==> config.mk <==
export PLATFORM = sky130hd
export DESIGN_NAME = hds_seq
export DESIGN_NICKNAME = d
export VERILOG_FILES = /design/src/rtl/core/hds_pkg.sv /design/src/rtl/core/hds_seq.sv
export SDC_FILE = /design/constraint.sdc
export NUM_CORES = 1
export LEC_CHECK = 0
export ABC_AREA = 1
export ABC_CLOCK_PERIOD_IN_PS = 6130
export BUFFER_PORTS_ARGS = -buffer_cell sky130_fd_sc_hd__buf_2
export CAP_MARGIN = 30
export CORE_AREA = 4 4 173 91
export DETAILED_ROUTE_END_ITERATION = 10
export DIE_AREA = 0 0 177 95
export HOLD_SLACK_MARGIN = 0.15
export PLACE_DENSITY_LB_ADDON = 0.12
export SYNTH_ARGS = -nofsm -noshare
export SYNTH_HDL_FRONTEND = slang
export SYNTH_SLANG_ARGS = --single-unit
==> constraint.sdc <==
create_clock -name clock -period 6.13 [get_ports clock]
set_input_delay 1.5325 -clock clock [delete_from_list [all_inputs] [get_ports clock]]
set_output_delay 1.5325 -clock clock [all_outputs]
set_load 0.02 [all_outputs]
==> src/rtl/core/hds_pkg.sv <==
// hds_pkg: shared types and constants of the heat diffusion stencil block
// no dependencies; used by every module under rtl/core

package hds_pkg;

   localparam int TEMP_W    = 24;
   localparam int COORD_W   = 7;
   localparam int OP_W      = 2;
   localparam int ITER_W    = 16;
   localparam int SIDE_W    = 7;
   localparam int LIM_W     = 8;
   localparam int KIND_W    = 2;

   // five-term sum and the reciprocal of five; quotient is exact for every 27-bit sum
   localparam int SUM_W     = 27;
   localparam int RECIP_W   = 28;
   localparam int PROD_W    = SUM_W + RECIP_W;
   localparam int DIV_SHIFT = 30;
   localparam logic [RECIP_W-1:0] RECIP = 28'd214748365;

   localparam logic [OP_W-1:0] OP_WRITE = 2'd0;
   localparam logic [OP_W-1:0] OP_RUN   = 2'd1;
   localparam logic [OP_W-1:0] OP_READ  = 2'd2;

   localparam logic [KIND_W-1:0] RSP_WRITE = 2'd0;
   localparam logic [KIND_W-1:0] RSP_RUN   = 2'd1;
   localparam logic [KIND_W-1:0] RSP_READ  = 2'd2;

   localparam logic [ITER_W-1:0] ITER_RESET = 16'd1000;
   localparam logic [SIDE_W-1:0] SIDE_RESET = 7'd64;

   typedef struct packed {
      logic [OP_W-1:0]    operation;
      logic [COORD_W-1:0] row;
      logic [COORD_W-1:0] col;
      logic [TEMP_W-1:0]  value;
   } req_type;

   typedef struct packed {
      logic [KIND_W-1:0] reply_kind;
      logic [TEMP_W-1:0] data;
   } rsp_type;

   typedef struct packed {
      logic add;
      logic first;
      logic mul;
      logic border;
   } alu_ctl_type;

   typedef struct packed {
      logic we_a;
      logic we_b;
      logic cur;
   } bank_ctl_type;

   typedef struct packed {
      logic              valid;
      logic [KIND_W-1:0] kind;
      logic              ok;
   } resp_ctl_type;

endpackage

==> src/rtl/core/hds_seq.sv <==
// hds_seq: item decode, sweep sequencer, cell counters and bank addressing
// depends on hds_pkg for the request type, codes and control structs

module hds_seq #(
   parameter  int SIDE   = 64,
   localparam int DIM    = SIDE + 2,
   localparam int CELLS  = DIM * DIM,
   localparam int ADDR_W = $clog2(CELLS)
) (
   input  logic                        clock,
   input  logic                        reset,
   input  logic                        start,
   input  hds_pkg::req_type            req,
   input  logic [hds_pkg::SIDE_W-1:0]  side_cfg,
   input  logic [hds_pkg::ITER_W-1:0]  iter_cfg,
   input  logic [hds_pkg::TEMP_W-1:0]  alu_result,
   output logic                        busy,
   output logic [ADDR_W-1:0]           rd_addr,
   output logic [ADDR_W-1:0]           wr_addr,
   output logic [hds_pkg::TEMP_W-1:0]  wr_data,
   output hds_pkg::bank_ctl_type       bank_ctl,
   output hds_pkg::alu_ctl_type        alu_ctl,
   output hds_pkg::resp_ctl_type       resp_ctl
);

   typedef enum logic [4:0] {
      ST_IDLE  = 5'b00001,
      ST_READ  = 5'b00010,
      ST_DRAIN = 5'b00100,
      ST_MUL   = 5'b01000,
      ST_WRITE = 5'b10000
   } seq_state_type;

   localparam int CLIP = (SIDE < 127) ? SIDE : 127;
   localparam logic [hds_pkg::SIDE_W-1:0] CLIP_S = hds_pkg::SIDE_W'(CLIP);
   localparam logic [ADDR_W-1:0] DIM_A = ADDR_W'(DIM);
   localparam logic [ADDR_W-1:0] ONE_A = ADDR_W'(1);

   localparam logic [2:0] TAP_SELF  = 3'd0;
   localparam logic [2:0] TAP_NORTH = 3'd1;
   localparam logic [2:0] TAP_SOUTH = 3'd2;
   localparam logic [2:0] TAP_WEST  = 3'd3;
   localparam logic [2:0] TAP_LAST  = 3'd4;

   seq_state_type               state_ff, state_in;
   logic [hds_pkg::LIM_W-1:0]   row_ff, row_in;
   logic [hds_pkg::LIM_W-1:0]   col_ff, col_in;
   logic [2:0]                  tap_ff, tap_in;
   logic [hds_pkg::ITER_W-1:0]  sweep_ff, sweep_in;
   logic                        cur_ff, cur_in;
   logic                        copy_ff, copy_in;
   logic                        add_ff, add_in;
   logic                        first_ff, first_in;
   hds_pkg::resp_ctl_type       resp_ff, resp_in;

   logic [hds_pkg::SIDE_W-1:0]  side_n;
   logic [hds_pkg::LIM_W-1:0]   lim;
   logic                        idle;
   logic                        accept;
   logic [hds_pkg::LIM_W-1:0]   arow, acol;
   logic [ADDR_W-1:0]           cell_addr, tap_addr;
   logic                        req_ok;
   logic                        border;
   logic                        last_tap;
   logic [hds_pkg::ITER_W-1:0]  sweep_next;

   assign side_n = (side_cfg > CLIP_S) ? CLIP_S : side_cfg;
   assign lim    = hds_pkg::LIM_W'(side_n) + hds_pkg::LIM_W'(1);
   assign idle   = (state_ff == ST_IDLE);
   assign accept = start && idle;
   assign busy   = !idle;

   assign arow = idle ? hds_pkg::LIM_W'(req.row) : row_ff;
   assign acol = idle ? hds_pkg::LIM_W'(req.col) : col_ff;
   assign cell_addr = ADDR_W'(int'(arow) * DIM + int'(acol));

   assign req_ok = (hds_pkg::LIM_W'(req.row) <= lim) && (hds_pkg::LIM_W'(req.col) <= lim);
   // the closing copy pass carries every cell through like a border cell
   assign border = copy_ff || (row_ff == '0) || (col_ff == '0) || (row_ff == lim)
                   || (col_ff == lim);
   assign last_tap   = border ? (tap_ff == TAP_SELF) : (tap_ff == TAP_LAST);
   assign sweep_next = sweep_ff + hds_pkg::ITER_W'(1);

   always_comb begin
      case (tap_ff)
         TAP_SELF:  tap_addr = cell_addr;
         TAP_NORTH: tap_addr = cell_addr - DIM_A;
         TAP_SOUTH: tap_addr = cell_addr + DIM_A;
         TAP_WEST:  tap_addr = cell_addr - ONE_A;
         default:   tap_addr = cell_addr + ONE_A;
      endcase
   end

   assign rd_addr = idle ? cell_addr : tap_addr;
   assign wr_addr = cell_addr;
   assign wr_data = idle ? req.value : alu_result;

   // item writes go to both banks so border cells agree in both
   assign bank_ctl.we_a = idle ? (accept && (req.operation == hds_pkg::OP_WRITE) && req_ok)
                               : ((state_ff == ST_WRITE) && cur_ff);
   assign bank_ctl.we_b = idle ? (accept && (req.operation == hds_pkg::OP_WRITE) && req_ok)
                               : ((state_ff == ST_WRITE) && !cur_ff);
   assign bank_ctl.cur  = cur_ff;

   assign alu_ctl.add    = add_ff;
   assign alu_ctl.first  = first_ff;
   assign alu_ctl.mul    = (state_ff == ST_MUL);
   assign alu_ctl.border = border;

   assign resp_ctl = resp_ff;

   always_comb begin
      state_in = state_ff;
      row_in   = row_ff;
      col_in   = col_ff;
      tap_in   = tap_ff;
      sweep_in = sweep_ff;
      cur_in   = cur_ff;
      copy_in  = copy_ff;
      add_in   = (state_ff == ST_READ);
      first_in = (tap_ff == TAP_SELF);
      resp_in  = '0;
      unique case (state_ff)
         ST_IDLE: begin
            if (accept) begin
               case (req.operation)
                  hds_pkg::OP_WRITE: begin
                     resp_in = '{valid: 1'b1, kind: hds_pkg::RSP_WRITE, ok: req_ok};
                  end
                  hds_pkg::OP_READ: begin
                     resp_in = '{valid: 1'b1, kind: hds_pkg::RSP_READ, ok: req_ok};
                  end
                  hds_pkg::OP_RUN: begin
                     if (iter_cfg == '0) begin
                        resp_in = '{valid: 1'b1, kind: hds_pkg::RSP_RUN, ok: 1'b0};
                     end else begin
                        state_in = ST_READ;
                        row_in   = '0;
                        col_in   = '0;
                        tap_in   = TAP_SELF;
                        sweep_in = '0;
                        copy_in  = 1'b0;
                     end
                  end
                  default: begin
                     resp_in = '0;
                  end
               endcase
            end
         end
         ST_READ: begin
            if (last_tap) begin
               tap_in   = TAP_SELF;
               state_in = ST_DRAIN;
            end else begin
               tap_in = tap_ff + 3'd1;
            end
         end
         ST_DRAIN: begin
            state_in = ST_MUL;
         end
         ST_MUL: begin
            state_in = ST_WRITE;
         end
         ST_WRITE: begin
            state_in = ST_READ;
            if (col_ff == lim) begin
               col_in = '0;
               if (row_ff == lim) begin
                  row_in = '0;
                  if (copy_ff) begin
                     state_in = ST_IDLE;
                     copy_in  = 1'b0;
                     resp_in  = '{valid: 1'b1, kind: hds_pkg::RSP_RUN, ok: 1'b0};
                  end else begin
                     cur_in = !cur_ff;
                     if (sweep_next == iter_cfg) begin
                        // both banks must hold the final grid before the next run
                        copy_in  = 1'b1;
                        sweep_in = '0;
                     end else begin
                        sweep_in = sweep_next;
                     end
                  end
               end else begin
                  row_in = row_ff + hds_pkg::LIM_W'(1);
               end
            end else begin
               col_in = col_ff + hds_pkg::LIM_W'(1);
            end
         end
         default: begin
            state_in = ST_IDLE;
         end
      endcase
   end

   always_ff @(posedge clock) begin
      if (reset) begin
         state_ff <= ST_IDLE;
         row_ff   <= '0;
         col_ff   <= '0;
         tap_ff   <= TAP_SELF;
         sweep_ff <= '0;
         cur_ff   <= 1'b0;
         copy_ff  <= 1'b0;
         add_ff   <= 1'b0;
         first_ff <= 1'b0;
         resp_ff  <= '0;
      end else begin
         state_ff <= state_in;
         row_ff   <= row_in;
         col_ff   <= col_in;
         tap_ff   <= tap_in;
         sweep_ff <= sweep_in;
         cur_ff   <= cur_in;
         copy_ff  <= copy_in;
         add_ff   <= add_in;
         first_ff <= first_in;
         resp_ff  <= resp_in;
      end
   end

endmodule

# ---- Word-level counts from Yosys, hierarchy flattened
# Index checks and enable logic that the tools add are counted.
dict set report word_totals {
  register_bits 48
  inputBits 90
  wordCells 127
}
dict set report op_classes {
  addsub 10
  n_mul 1
  bitwise_logic 1
  n_reduce_logical 26
  muxes 53
  n_eq_ne 21
  order_cmp 3
}
# cell count
set op_table {}
lappend op_table {{two-way mux 16 bit} 7}
lappend op_table {{two-way mux 8 bit} 8}
lappend op_table {{case mux 13 bit (4 select lines)} 1}
lappend op_table {{case mux 16 bit (2 select lines)} 1}
lappend op_table {{case mux 8 bit (2 select lines)} 2}
lappend op_table {{case mux 5 bit (5 select lines)} 1}
lappend op_table {{two-way mux 24 bit} 1}
lappend op_table {{two-way mux 4 bit} 5}
lappend op_table {{two-way mux 5 bit} 4}
lappend op_table {{adder 16 x 1 -> 16 bit (second input constant)} 1}
lappend op_table {{adder 8 x 1 -> 8 bit (second input constant)} 2}
lappend op_table {{equality test 16 bit} 1}
lappend op_table {{equality test 8 bit} 2}
lappend op_table {{less-or-equal comparator 7 x 8 -> 1 bit} 2}
lappend op_table {{logical NOT 16 bit} 1}
lappend op_table {{logical NOT 8 bit} 2}
lappend op_table {{AND reduction 4 bit} 4}
lappend op_table {{adder 13 x 1 -> 13 bit (second input constant)} 1}
lappend op_table {{adder 13 x 7 -> 13 bit (second input constant)} 1}
lappend op_table {{adder 13 x 8 -> 13 bit} 1}
lappend op_table {{two-way mux 13 bit} 1}
lappend op_table {{subtractor 13 x 1 -> 13 bit (second input constant)} 1}
lappend op_table {{subtractor 13 x 7 -> 13 bit (second input constant)} 1}
lappend op_table {{multiplier 8 x 6 -> 12 bit (second input constant)} 1}
lappend op_table {{other kinds (33)} 63}

# ---- Longest topological paths before layout
# Gate-level depths: netlist of the first run.
dict set report logic_depth {
  ltp_word 9
  depth_mapped 31
}

# ---- Least setup slack after synthesis of the first run
# No wires, ideal clock.
dict set report synth_timing {
  kind {input port to output port}
  startpoint {input req[37] (netlist name)}
  endpoint {output rd_addr[11]}
  arrival_time_ns 5.085
  stages 23
  path_slack_ns -0.488
  path_cell_list {inv_1 o21ai_0 ha_1 ha_1 ha_1 fa_1 or2_2 nand2_1 nor2_1 nand2_1 inv_1 or2_2 inv_1 ha_1 inv_1 nor3_1 a211oi_1 nand2_1 a21oi_1 o21ai_0 nand2_1 nand2_1 nand2_1}
}
dict set report synth_via {
  elab_chain_len 6
}
# element line_no
set synth_rtl {}
lappend synth_rtl {{start: declaration} hds_seq.sv:13} ;# input hds_pkg::req_type req,
lappend synth_rtl {{two-way mux 8 bit *} hds_seq.sv:73} ;# assign arow = idle ? hds_pkg::LIM_W'(req.row) : row_ff;
lappend synth_rtl {{multiplier 8 x 6 -> 12 bit *} hds_seq.sv:75} ;# assign cell_addr = ADDR_W'(int'(arow) * DIM + int'(acol));
lappend synth_rtl {{adder 13 x 8 -> 13 bit *} hds_seq.sv:75}
lappend synth_rtl {{named net wr_addr[10]} hds_seq.sv:19} ;# output logic [ADDR_W-1:0] wr_addr,
lappend synth_rtl {{adder 13 x 1 -> 13 bit (tied with other cells)} hds_seq.sv:90} ;# default: tap_addr = cell_addr + ONE_A;
lappend synth_rtl {{case mux 13 bit (4 select lines) *} hds_seq.sv:85} ;# case (tap_ff)
lappend synth_rtl {{two-way mux 13 bit *} hds_seq.sv:94} ;# assign rd_addr = idle ? cell_addr : tap_addr;
lappend synth_rtl {{end: declaration} hds_seq.sv:18} ;# output logic [ADDR_W-1:0] rd_addr,
# The timed path passes the listed nets; every way through them passes the cells marked *.

# ---- Worst setup path after layout of the first run
dict set report layout_timing {
  startpoint {input req[33] (netlist name)}
  endpoint {output rd_addr[12]}
}
dict set report layout_via {
  elab_chain_len 6
}
# element line_no
set layout_rtl {}
lappend layout_rtl {{two-way mux 8 bit *} hds_seq.sv:73}
lappend layout_rtl {{multiplier 8 x 6 -> 12 bit *} hds_seq.sv:75}
lappend layout_rtl {{adder 13 x 8 -> 13 bit *} hds_seq.sv:75}
lappend layout_rtl {{adder 13 x 1 -> 13 bit (tied with other cells)} hds_seq.sv:90}
lappend layout_rtl {{case mux 13 bit (4 select lines)} hds_seq.sv:85}
lappend layout_rtl {{two-way mux 13 bit *} hds_seq.sv:94}
# Mark *: on every way between the ends. The rest lies on a longest branch, timed or not.

==> run summary, run 1 <==
Antenna diodes = 0
Status = finished, violations left
Full die area = 16,800 sq um
Post-DR vias/cell = 5.02
Vias in the first global route = 7,247
Critical Path Sink Type = output port
Synth top area share = 21.2%
Worst Path Max Fanout = 4
Fmax = 0.159 GHz
Leakage Power = 4.39 nW
DR DRC count = 0
Largest net degree at the start of global routing = 33
Worst rel slew slack = 30.8%
Hold-fix buffers, CTS = 0
CTS Buf Count = 5
Clock slew at reported path FFs = 0.07 ns
Die Y = 95 microns
Place WS = -0.424 ns
Layout cells sized above 1 = 26.4%
Post-layout nets = 1,497
Grt ovf = 0
Internal power = 1.10 mW
Initial antenna violation count = 0
Worst setup margin = -0.155 ns
CP Class = input port to output port
# rows = 31
Final Cycle Share = 103%
Post-DP HPWL = 16,300 microns
Number of distinct library cells after synthesis = 49
Pins Over Slew Limit = 0
MaxCap Viol Count = 0
Final hold vios = 0
Mapped Nets = 1,268
Ys Warns = 0
Root Driver = clkbuf_16
CTS tree = built
Crit path time final = 6.29 ns
Clock Skews = 0.0102 ns
RSZ-0062 raised after global routing = true
Avg WL per Cell = 13.2 microns
Seq/Total Area, Yosys = 15.1%
CORE AREA = 14,200 sq um
Sum Neg Setup Slack = -0.368 ns
Switching pwr = 890 uW
Min-Delay Path Class = register to register
Worst-Margin Slew = 1.03 ns
Startpoint types = input port
Syn Std Cell Area = 6340 sq um
Iter 0 DRT Violations = 346
# setup viols final = 5
# IOs = 152
Routed vias = 7,726
Total wire length = 20,300 microns
Synthesized area per cell = 5.70 sq um
Logic pwr share = 66.7%
First-pass GRT wire length = 33,400 microns
P&R area growth vs syn = 34.4%
Clk network pwr share = 16.3%
Worst Path Required = 4.60 ns
Drt first pass iters = 7
P per Cell Area = 233 nW/um^2
Final ANT Viol Nets = 0
Synth Register Bits = 48
Starting Density = 44.6%
Crit path DAT = 4.75 ns
Htree depth = 2
Failing checks = setup timing
Layout Cells excl Fill = 1,540
Post-synth top area cell = nand2_1
Dpl cells = 1,516
Sw frac = 44.8%
Worst-Skew Late Latency = 0.29 ns
Synth Instances = 1,112
Clock tree sinks = 48
Synth area leaders = nand2_1, dfxtp_1, ha_1
Port bufs = 151
Sequential share of power = 17.0%
Max IR drop VDD = 0.114 mV
Gpl congestion = 0.874
Bufs on Longest Clock Path = 2
Total track usage = 23.8%
Die width = 177 microns
## cell usage in the layout, fill, tap and decap left out, drive strengths merged
| cell type | n |
|---|---|
| a211oi | 4 |
| ha | 62 |
| o32ai | 2 |
| o22ai | 1 |
| xor2 | 19 |
| clkinv | 2 |
| a21o | 4 |
| o211ai | 1 |
| clkbuf | 5 |
| or2 | 10 |
| dfxtp | 48 |
| bufinv | 1 |
| o2111ai | 1 |
| a41oi | 1 |
| buf | 247 |
| clkinvlp | 1 |
| a311oi | 1 |
| nand3b | 1 |
| a21oi | 48 |
| xnor2 | 2 |
| o21ai | 73 |
| nor3b | 6 |
| nor4 | 5 |
| nand2 | 363 |
| and2 | 1 |
| nand4 | 27 |
| nor2 | 118 |
| or3 | 1 |
| a31oi | 5 |
| o21bai | 6 |
| nor3 | 20 |
| inv | 154 |
| fa | 4 |
| nand3 | 96 |
| a21boi | 2 |
## flip-flops by register name (all words and copies together) (netlist names)
| signal | count |
|---|---|
| add_ff | 1 |
| col_ff | 8 |
| copy_ff | 1 |
| cur_ff | 1 |
| first_ff | 1 |
| resp_ctl | 4 |
| row_ff | 8 |
| state_ff | 5 |
| sweep_ff | 16 |
| tap_ff | 3 |
## synth_stat cells, drive strengths merged
cell type,instances
o21bai,6
a21o,4
a21oi,48
o22ai,1
a21boi,2
nand2,363
clkinv,2
dfxtp,48
nand4,27
a311oi,1
a41oi,1
fa,4
nor3,20
a211oi,4
a31oi,5
inv,153
and2,1
nand3b,1
o21ai,73
nor4,5
o2111ai,1
clkbuf,14
xnor2,2
or3,1
nor2,118
xor2,19
nand3,96
ha,62
nor3b,6
o32ai,2
buf,11
o211ai,1
or2,10
## what timing repair did
| item | in CTS | in global routing |
|---|---|---|
| resized for setup | 56 | 21 |
| setup endpoints to repair | 6 | 9 |
| pin swaps | 34 | 20 |
| setup buffers | 12 | 4 |
## kinds of logic after synthesis
| family | Yosys count | share of synthesized area [%] |
|---|---|---|
| flops | 48 | 15.1 |
| xor+xnor | 21 | 2.90 |
| simple gates | 648 | 43.9 |
| compound gates | 149 | 13.2 |
| buf+inv | 180 | 11.3 |
| fa+ha+maj | 66 | 13.5 |
## stage by stage
step | hold WS [ns] | util, % | cell area (sq um) | power (mW)
floorplan | 0.462 | - | 6430 | 1.05
global placement | 0.486 | 55.6 | 7910 | 1.49
detailed placement | 0.491 | 55.6 | 7910 | 1.51
CTS | 0.502 | 59.2 | 8430 | 1.94
global route | 0.531 | 59.9 | 8530 | 2.14
finish | 0.503 | 59.9 | 8530 | 1.99
## power by group through the flow
stage | Sequential [mW] | Combinational [mW] | Clock (mW)
after floorplan | 0.342 | 0.710 | 0
after global placement | 0.344 | 1.15 | 0
after detailed placement | 0.345 | 1.17 | 0
after CTS | 0.338 | 1.28 | 0.329
after global routing | 0.340 | 1.46 | 0.342
final | 0.338 | 1.33 | 0.324
## worst max-delay path, cell delays in order
cell      delay, ns
buf_8          0.10
nand2_4        0.06
o21ai_4        0.06
ha_4           0.29
ha_4           0.20
ha_4           0.16
fa_2           0.53
nand2_2        0.06
inv_2          0.06
o21ai_2        0.06
nor2_2         0.15
xor2_2         0.18
buf_4          0.16
ha_4           0.21
a21o_1         0.19
a31oi_1        0.14
nand3_1        0.11
inv_1          0.06
nand2_1        0.04
nand2_1        0.05
nand2_1        0.04
nand3b_1       0.07
nand2_1        0.06
inv_2          0.05
buf_6          0.10
## routing by layer
| layer | GRT usage [%] | routed length [microns] | part of all wire (%) | vias to the layer above |
|---|---|---|---|---|
| met5 | 0 | 0 | 0 | - |
| met4 | 5.60 | 323 | 1.6 | 0 |
| met3 | 2.36 | 968 | 4.8 | 27 |
| met2 | 44.6 | 9810 | 48 | 182 |
| met1 | 29.7 | 9180 | 45 | 3447 |
| li1 | - | - | - | 4070 |
## layout make-up
class / count / area, sq um
Fill cell: 1420 / 5710
Multi-Input combinational cell: 884 / 5040
Timing Repair Buffer: 247 / 1510
Sequential cell: 48 / 961
Inverter: 155 / 594
Tap cell: 198 / 248
Clock buffer: 5 / 125
Clock inverter: 3 / 46.3
## worst paths after layout
| check | start | end | slack, ns | depth (start not counted) |
|---|---|---|---|---|
| setup / recovery | req[33] | rd_addr[12] | -0.16 | 25 |
| hold / removal | sweep_ff[15]$_SDFFE_PP0P_ | sweep_ff[15]$_SDFFE_PP0P_ | 0.50 | 2 |
| setup reg to reg | state_ff[2]$_SDFFE_PP0P_ | sweep_ff[9]$_SDFFE_PP0P_ | 3.06 | 11 |
| hold reg to reg | sweep_ff[15]$_SDFFE_PP0P_ | sweep_ff[15]$_SDFFE_PP0P_ | 0.50 | 2 |
No activity file was read; power rests on OpenSTA's default activity.
==> run 2: changes to the inputs <==
--- a/config.mk
+++ b/config.mk
@@ -12,6 +12,7 @@
 export CORE_AREA = 4 4 173 91
 export DETAILED_ROUTE_END_ITERATION = 10
 export DIE_AREA = 0 0 177 95
+export GPL_TIMING_DRIVEN = 0
 export HOLD_SLACK_MARGIN = 0.15
 export PLACE_DENSITY_LB_ADDON = 0.12
 export SYNTH_ARGS = -nofsm -noshare
==> run 2 against run 1 <==
- the flow still finishes with violations (setup timing)
- fmax decreased by 1.1%
- critical path depth increased by 1
- core utilization decreased by 1.4 points
- final area decreased by 2.3%
- sequential share of layout area increased by 0.27 points
- count of clock-buffer cells in the layout unchanged
- critical endpoint unchanged
==> run summary, run 2 (synthesis results as in run 1) <==
Top flop regs = sweep_ff x16, col_ff x8, row_ff x8
Die Y = 95 microns (unchanged)
Root Driver = clkbuf_16
Start of the worst register-to-register path = state_ff[4]$_SDFFE_PP0P_
Critical Path Sink Type = output port
Internal power = 974 uW (-11%)
Worst Path Required = 4.60 ns (about the same)
Sequential share of power = 18.2% (+1.2 points)
Reg2Reg Setup Slack = 3.69 ns (+0.63 ns)
Avg WL per Cell = 13.7 microns (+3.9%)
Fmax = 0.157 GHz (-1.1%)
Final hold vios = 0 (unchanged)
Vias in the first global route = 7,188 (-0.81%)
Htree depth = 2 (unchanged)
Post-DP HPWL = 16,300 microns (+0.28%)
P per Cell Area = 223 nW/um^2 (-4.3%)
Worst-Margin Slew = 0.905 ns (-0.124 ns)
Crit path time final = 6.35 ns (+0.0679 ns)
Clock Skews = 0.00910 ns (-0.00110 ns)
Status = finished, violations left
FILL cells = 1,429 (+0.63%)
Crit path to = rd_addr[12]
Failing checks = setup timing
CTS tree = built
Clock tree sinks = 48 (unchanged)
RSZ-0062 raised after global routing = true
Crit. Startpoint = req[33]
Worst-Skew Late Latency = 0.29 ns (about the same)
Leakage Power = 4.19 nW (-4.7%)
Total track usage = 23.6% (-0.22 points)
Worst Path Max Fanout = 3 (-1)
Overall Power = 1.86 mW (-6.5%)
First-pass GRT wire length = 33,000 microns (-1.3%)
Clock slew at reported path FFs = 0.06 ns (about the same)
Initial antenna violation count = 0 (unchanged)
Post-layout nets = 1,459 (-2.5%)
Layout cells sized above 1 = 25.3% (-1.1 points)
Starting Density = 44.6% (unchanged)
Iter 0 DRT Violations = 338 (-2.3%)
R2R cell count = 13 (+2)
Clk network pwr share = 14.9% (-1.4 points)
Startpoint types = input port
DR DRC count = 0 (unchanged)
P&R area growth vs syn = 31.3%
Switching pwr = 885 uW (-0.59%)
Die width = 177 microns (unchanged)
Antenna diodes = 0 (unchanged)
# setup viols final = 5 (unchanged)
CORE AREA = 14,200 sq um (unchanged)
Worst setup margin = -0.223 ns (-0.0679 ns)
Largest net degree at the start of global routing = 20 (-39%)
Most frequent cells in the layout = nand2_1, buf_2, inv_1, nor2_1, nand3_1
CP Class = input port to output port
Crit path DAT = 4.82 ns (+0.07 ns)
Max IR drop VDD = 0.123 mV (+7.9%)
Gpl congestion = 0.876 (+0.32%)
Grt ovf = 0 (unchanged)
Pins Over Slew Limit = 0 (unchanged)
Final ANT Viol Nets = 0 (unchanged)
# rows = 31 (unchanged)
Total wire length = 20,600 microns (+1.4%)
Bufs on Longest Clock Path = 2 (unchanged)
Port bufs = 151 (unchanged)
Max reg flops = 16 (unchanged)
Worst rel slew slack = 39.7% (+8.9 points)
Logic pwr share = 66.9% (+0.2 points)
Most common cell after layout, fill and taps aside = nand2_1
Min-Delay Path Class = register to register
Post-DR vias/cell = 5.05 (+0.61%)
Final Cycle Share = 104% (+1.1 points)
Sum Neg Setup Slack = -0.661 ns (-0.293 ns)
Reg-to-reg endpoint = sweep_ff[0]$_SDFFE_PP0P_
# IOs = 152 (unchanged)
Full die area = 16,800 sq um (unchanged)
Sw frac = 47.6% (+2.8 points)
Largest Register = sweep_ff
CTS Buf Count = 5 (unchanged)
Drt first pass iters = 4 (-3)
Routed vias = 7,581 (-1.9%)
MaxCap Viol Count = 0 (unchanged)
run 2: critical path: stages:
cell and delay (ns):
buf_8 0.10, nand2_4 0.06, o21ai_4 0.06, ha_4 0.29, ha_4 0.20, ha_4 0.16, fa_2 0.53, nand2_2 0.07
buf_6 0.12, nor2_4 0.07, nand2_2 0.06, inv_2 0.06, or2_4 0.14, inv_6 0.05, ha_4 0.30, nand2_4 0.06
nor3_4 0.22, nand3_2 0.12, nand3_4 0.12, nand3_2 0.06, nand2_1 0.06, nand2_1 0.05, nand3b_1 0.11, nand2_1 0.06
inv_2 0.05, buf_6 0.10
run 2: per-layer routing:
layer  track usage (%)  share of wire (%)
met5                 0                  0
met2              44.3                 49
met3              2.16                4.2
met1              29.5                 46
met4              5.41                1.5
run 2: area by class of cell:
class	instances	area, sq um	area share, %
plain buffers	23	145	1.74
inverters	155	594	7.14
clock buffers	5	125	1.50
clock inverters	3	23.8	0.285
well taps	198	248	2.98
multi-input cells	884	5170	62.1
flip-flops and latches	48	961	11.5
repair buffers	186	1060	12.7
run 2: repair_timing:
action / 4_1_cts / 5_1_grt
setup buffers: 16 / 19
pin swaps: 22 / 49
hold buffers: 0 / 0
resized for setup: 44 / 81
setup endpoints to repair: 9 / 10
run 2: how the worst min path moves through the flow:
stage	startpoint	end	slack (ns)	depth (start not counted)
floorplan	cur_ff$_SDFFE_PP0P_	cur_ff$_SDFFE_PP0P_	0.46	2
global placement	cur_ff$_SDFFE_PP0P_	cur_ff$_SDFFE_PP0P_	0.49	2
detailed placement	tap_ff[2]$_SDFFE_PP0P_	tap_ff[2]$_SDFFE_PP0P_	0.50	2
CTS	sweep_ff[15]$_SDFFE_PP0P_	sweep_ff[15]$_SDFFE_PP0P_	0.51	2
global route	sweep_ff[14]$_SDFFE_PP0P_	sweep_ff[14]$_SDFFE_PP0P_	0.53	2
finish	sweep_ff[14]$_SDFFE_PP0P_	sweep_ff[14]$_SDFFE_PP0P_	0.51	2
run 2: power groups by stage:
stage	Sequential, mW	Clock (mW)	Combinational [mW]
floorplan	0.342	0	0.710
global placement	0.345	0	0.962
detailed placement	0.345	0	0.978
CTS	0.338	0.285	1.08
global route	0.340	0.295	1.37
finish	0.338	0.277	1.24
run 2: metrics by stage:
step	hold slack, ns	std cells	setup slack (ns)	utilization [%]	instance area, sq um
floorplan	0.462	1112	-0.0880	-	6430
global placement	0.485	1461	-0.663	52.2	7440
detailed placement	0.499	1461	-0.717	52.2	7440
CTS	0.509	1484	-0.376	55.2	7860
global route	0.527	1502	-0.387	58.5	8330
finish	0.506	1502	-0.223	58.5	8330
==> run 3: changes to the inputs <==
--- a/config.mk
+++ b/config.mk
@@ -9,9 +9,9 @@
 export ABC_CLOCK_PERIOD_IN_PS = 6130
 export BUFFER_PORTS_ARGS = -buffer_cell sky130_fd_sc_hd__buf_2
 export CAP_MARGIN = 30
-export CORE_AREA = 4 4 173 91
+export CORE_AREA = 4 4 191 100
 export DETAILED_ROUTE_END_ITERATION = 10
-export DIE_AREA = 0 0 177 95
+export DIE_AREA = 0 0 195 104
 export GPL_TIMING_DRIVEN = 0
 export HOLD_SLACK_MARGIN = 0.15
 export PLACE_DENSITY_LB_ADDON = 0.12
==> run 3 against run 2 <==
- the run still ends with setup timing left
- non-clock buffer count up 3
- clock power up 3%
- critical path depth down 1
- power up 1.7%
- core utilization down 9.8 points
- critical path type unchanged
- highest routed layer unchanged
==> run summary, run 3 (synthesis results as in run 1) <==
Logic pwr share = 67.0% (about the same)
Worst setup margin = -0.174 ns (+0.0490 ns)
Pins Over Slew Limit = 0 (unchanged)
# rows = 34 (+9.7%)
Delay-heaviest family, CP = simple AND/OR/NAND/NOR gates
Starting Density = 36.7% (-7.8 points)
Root Driver = clkbuf_16
Initial antenna violation count = 0 (unchanged)
Die width = 195 microns (+10%)
Port bufs = 151 (unchanged)
Multi-input logic area = 5170 sq um (about the same)
Crit path time final = 6.30 ns (-0.0490 ns)
# setup viols final = 5 (unchanged)
Worst-Margin Slew = 0.887 ns (-0.0173 ns)
Grt ovf = 0 (unchanged)
Htree depth = 2 (unchanged)
Startpoint types = input port
Crit path to = rd_addr[11]
Clock tree sinks = 48 (unchanged)
Layout cells sized above 1 = 25.1% (-0.21 points)
Post-DP HPWL = 17,000 microns (+3.8%)
Most frequent cell on the critical path = nand2_1
Iter 0 DRT Violations = 420 (+24%)
First-pass GRT wire length = 34,000 microns (+2.9%)
Full die area = 20,300 sq um (+21%)
Bufs on Longest Clock Path = 2 (unchanged)
MaxCap Viol Count = 0 (unchanged)
Crit path DAT = 4.77 ns (-0.05 ns)
CP Class = input port to output port
Sw frac = 46.9% (-0.70 points)
Final ANT Viol Nets = 0 (unchanged)
Final Cycle Share = 103% (-0.80 points)
Post-layout nets = 1,462 (+0.21%)
Critical Path Sink Type = output port
Clock slew at reported path FFs = 0.07 ns (about the same)
Hold WS = 0.497 ns (-0.00834 ns)
CTS Buf Count = 5 (unchanged)
Internal power = 1.00 mW (+3.0%)
Die Y = 104 microns (+9.5%)
RSZ-0062 raised after global routing = true
Largest Register = sweep_ff
P per Cell Area = 225 nW/um^2 (+0.71%)
Max reg flops = 16 (unchanged)
Crit path largest cell delay = 0.28 ns (-0.25 ns)
Hold-fix buffers, CTS = 0 (unchanged)
Switching pwr = 887 uW (+0.19%)
Vias in the first global route = 7,023 (-2.3%)
Flip-flop and latch area = 961 sq um (unchanged)
Fmax = 0.159 GHz (+0.78%)
Crit. Startpoint = req[32]
Largest net degree at the start of global routing = 20 (unchanged)
CP bufs+invs = 4 (-2)
Gpl congestion = 0.915 (+4.4%)
# IOs = 152 (unchanged)
Worst Path Required = 4.60 ns (about the same)
Max IR drop VDD = 0.163 mV (+33%)
CTS tree = built
Worst-Skew Late Latency = 0.29 ns (about the same)
Final hold vios = 0 (unchanged)
Min-Delay Path Class = register to register
Status = finished, violations left
Clk network pwr share = 15.1% (+0.2 points)
HP Start = cur_ff$_SDFFE_PP0P_
Avg WL per Cell = 13.6 microns (-0.97%)
Most frequent cells in the layout = nand2_1, buf_2, inv_1, nor2_1, nand3_1
FILL cells = 1,866 (+31%)
Worst rel slew slack = 40.8% (+1.2 points)
Start of the worst register-to-register path = sweep_ff[0]$_SDFFE_PP0P_
Slowest cell on crit path = ha_4
Top flop regs = sweep_ff x16, col_ff x8, row_ff x8
Clock Skews = 0.0104 ns (+0.00129 ns)
Antenna diodes = 0 (unchanged)
Failing checks = setup timing
R2R cell count = 17 (+4)
Routed vias = 7,602 (+0.28%)
P&R area growth vs syn = 32.5%
Most common cell after layout, fill and taps aside = nand2_1
Drt first pass iters = 5 (+1)
Post-DR vias/cell = 4.93 (-2.3%)
Sequential share of power = 17.9% (-0.3 points)
Worst Path Max Fanout = 3 (unchanged)
Number of cells on the critical path = 25 (-3.8%)
Overall Power = 1.89 mW (+1.7%)
Reg2Reg Setup Slack = 3.73 ns (+0.04 ns)
DR DRC count = 0 (unchanged)
Total wire length = 20,900 microns (+1.6%)
Total track usage = 19.6% (-4.0 points)
CORE AREA = 17,300 sq um (+21%)
Leakage Power = 4.21 nW (+0.61%)
Reg-to-reg endpoint = sweep_ff[8]$_SDFFE_PP0P_
==> run 3: area by class of cell <==
| type | instances | area share, % |
|---|---|---|
| clock buffers | 6 | 1.65 |
| plain buffers | 24 | 1.79 |
| inverters | 155 | 7.07 |
| multi-input cells | 884 | 61.5 |
| repair buffers | 188 | 12.9 |
| flip-flops and latches | 48 | 11.4 |
| well taps | 234 | 3.48 |
| clock inverters | 2 | 0.179 |
==> run 3: metal layers <==
| layer | GRT usage [%] | vias up | share of wire, % |
|---|---|---|---|
| met4 | 4.08 | 0 | 0.96 |
| met2 | 33.9 | 150 | 47 |
| met3 | 1.88 | 16 | 3.5 |
| met5 | 0 | - | 0 |
| met1 | 26.6 | 3444 | 48 |
| li1 | - | 3992 | - |
==> run 3: power groups by stage <==
stage / registers (mW) / logic, mW / clock network (mW)
floorplan: 0.342 / 0.710 / 0
global placement: 0.345 / 0.968 / 0
detailed placement: 0.345 / 0.981 / 0
CTS: 0.338 / 1.10 / 0.293
global route: 0.341 / 1.39 / 0.307
finish: 0.338 / 1.27 / 0.285
==> run 3: worst min path at each step <==
stage / end / cells past startpoint / slack [ns]
2_1_floorplan: cur_ff$_SDFFE_PP0P_ / 2 / 0.46
3_3_place_gp: cur_ff$_SDFFE_PP0P_ / 2 / 0.49
3_5_place_dp: cur_ff$_SDFFE_PP0P_ / 2 / 0.49
4_1_cts: cur_ff$_SDFFE_PP0P_ / 2 / 0.50
5_1_grt: cur_ff$_SDFFE_PP0P_ / 2 / 0.53
6_report: cur_ff$_SDFFE_PP0P_ / 2 / 0.50
==> run 3: what timing repair did <==
item,4_1_cts,5_1_grt
pin swaps,27,38
endpoints found under the hold margin,0,0
buffers inserted,21,15
setup endpoints to repair,9,12
gates resized for setup,46,82
==> run 3: per-stage QoR <==
stage          instances  util [%]  instance area (sq um)  worst slack [ns]  setup TNS, ns
5_1_grt             1541      48.7                   8410            -0.356          -1.60
3_5_place_dp        1498      43.3                   7490            -0.714          -2.95
4_1_cts             1526      46.2                   7980            -0.329          -1.26
6_report            1541      48.7                   8410            -0.174         -0.475
2_1_floorplan       1112         -                   6430           -0.0880        -0.0980
3_3_place_gp        1497      43.3                   7480            -0.663          -2.54
==> run 3: tightest hold or removal path, cell delays in order (launching register included) <==
cell,delay (ns)
dfxtp_1,0.33
nand2_1,0.07
a21oi_1,0.05
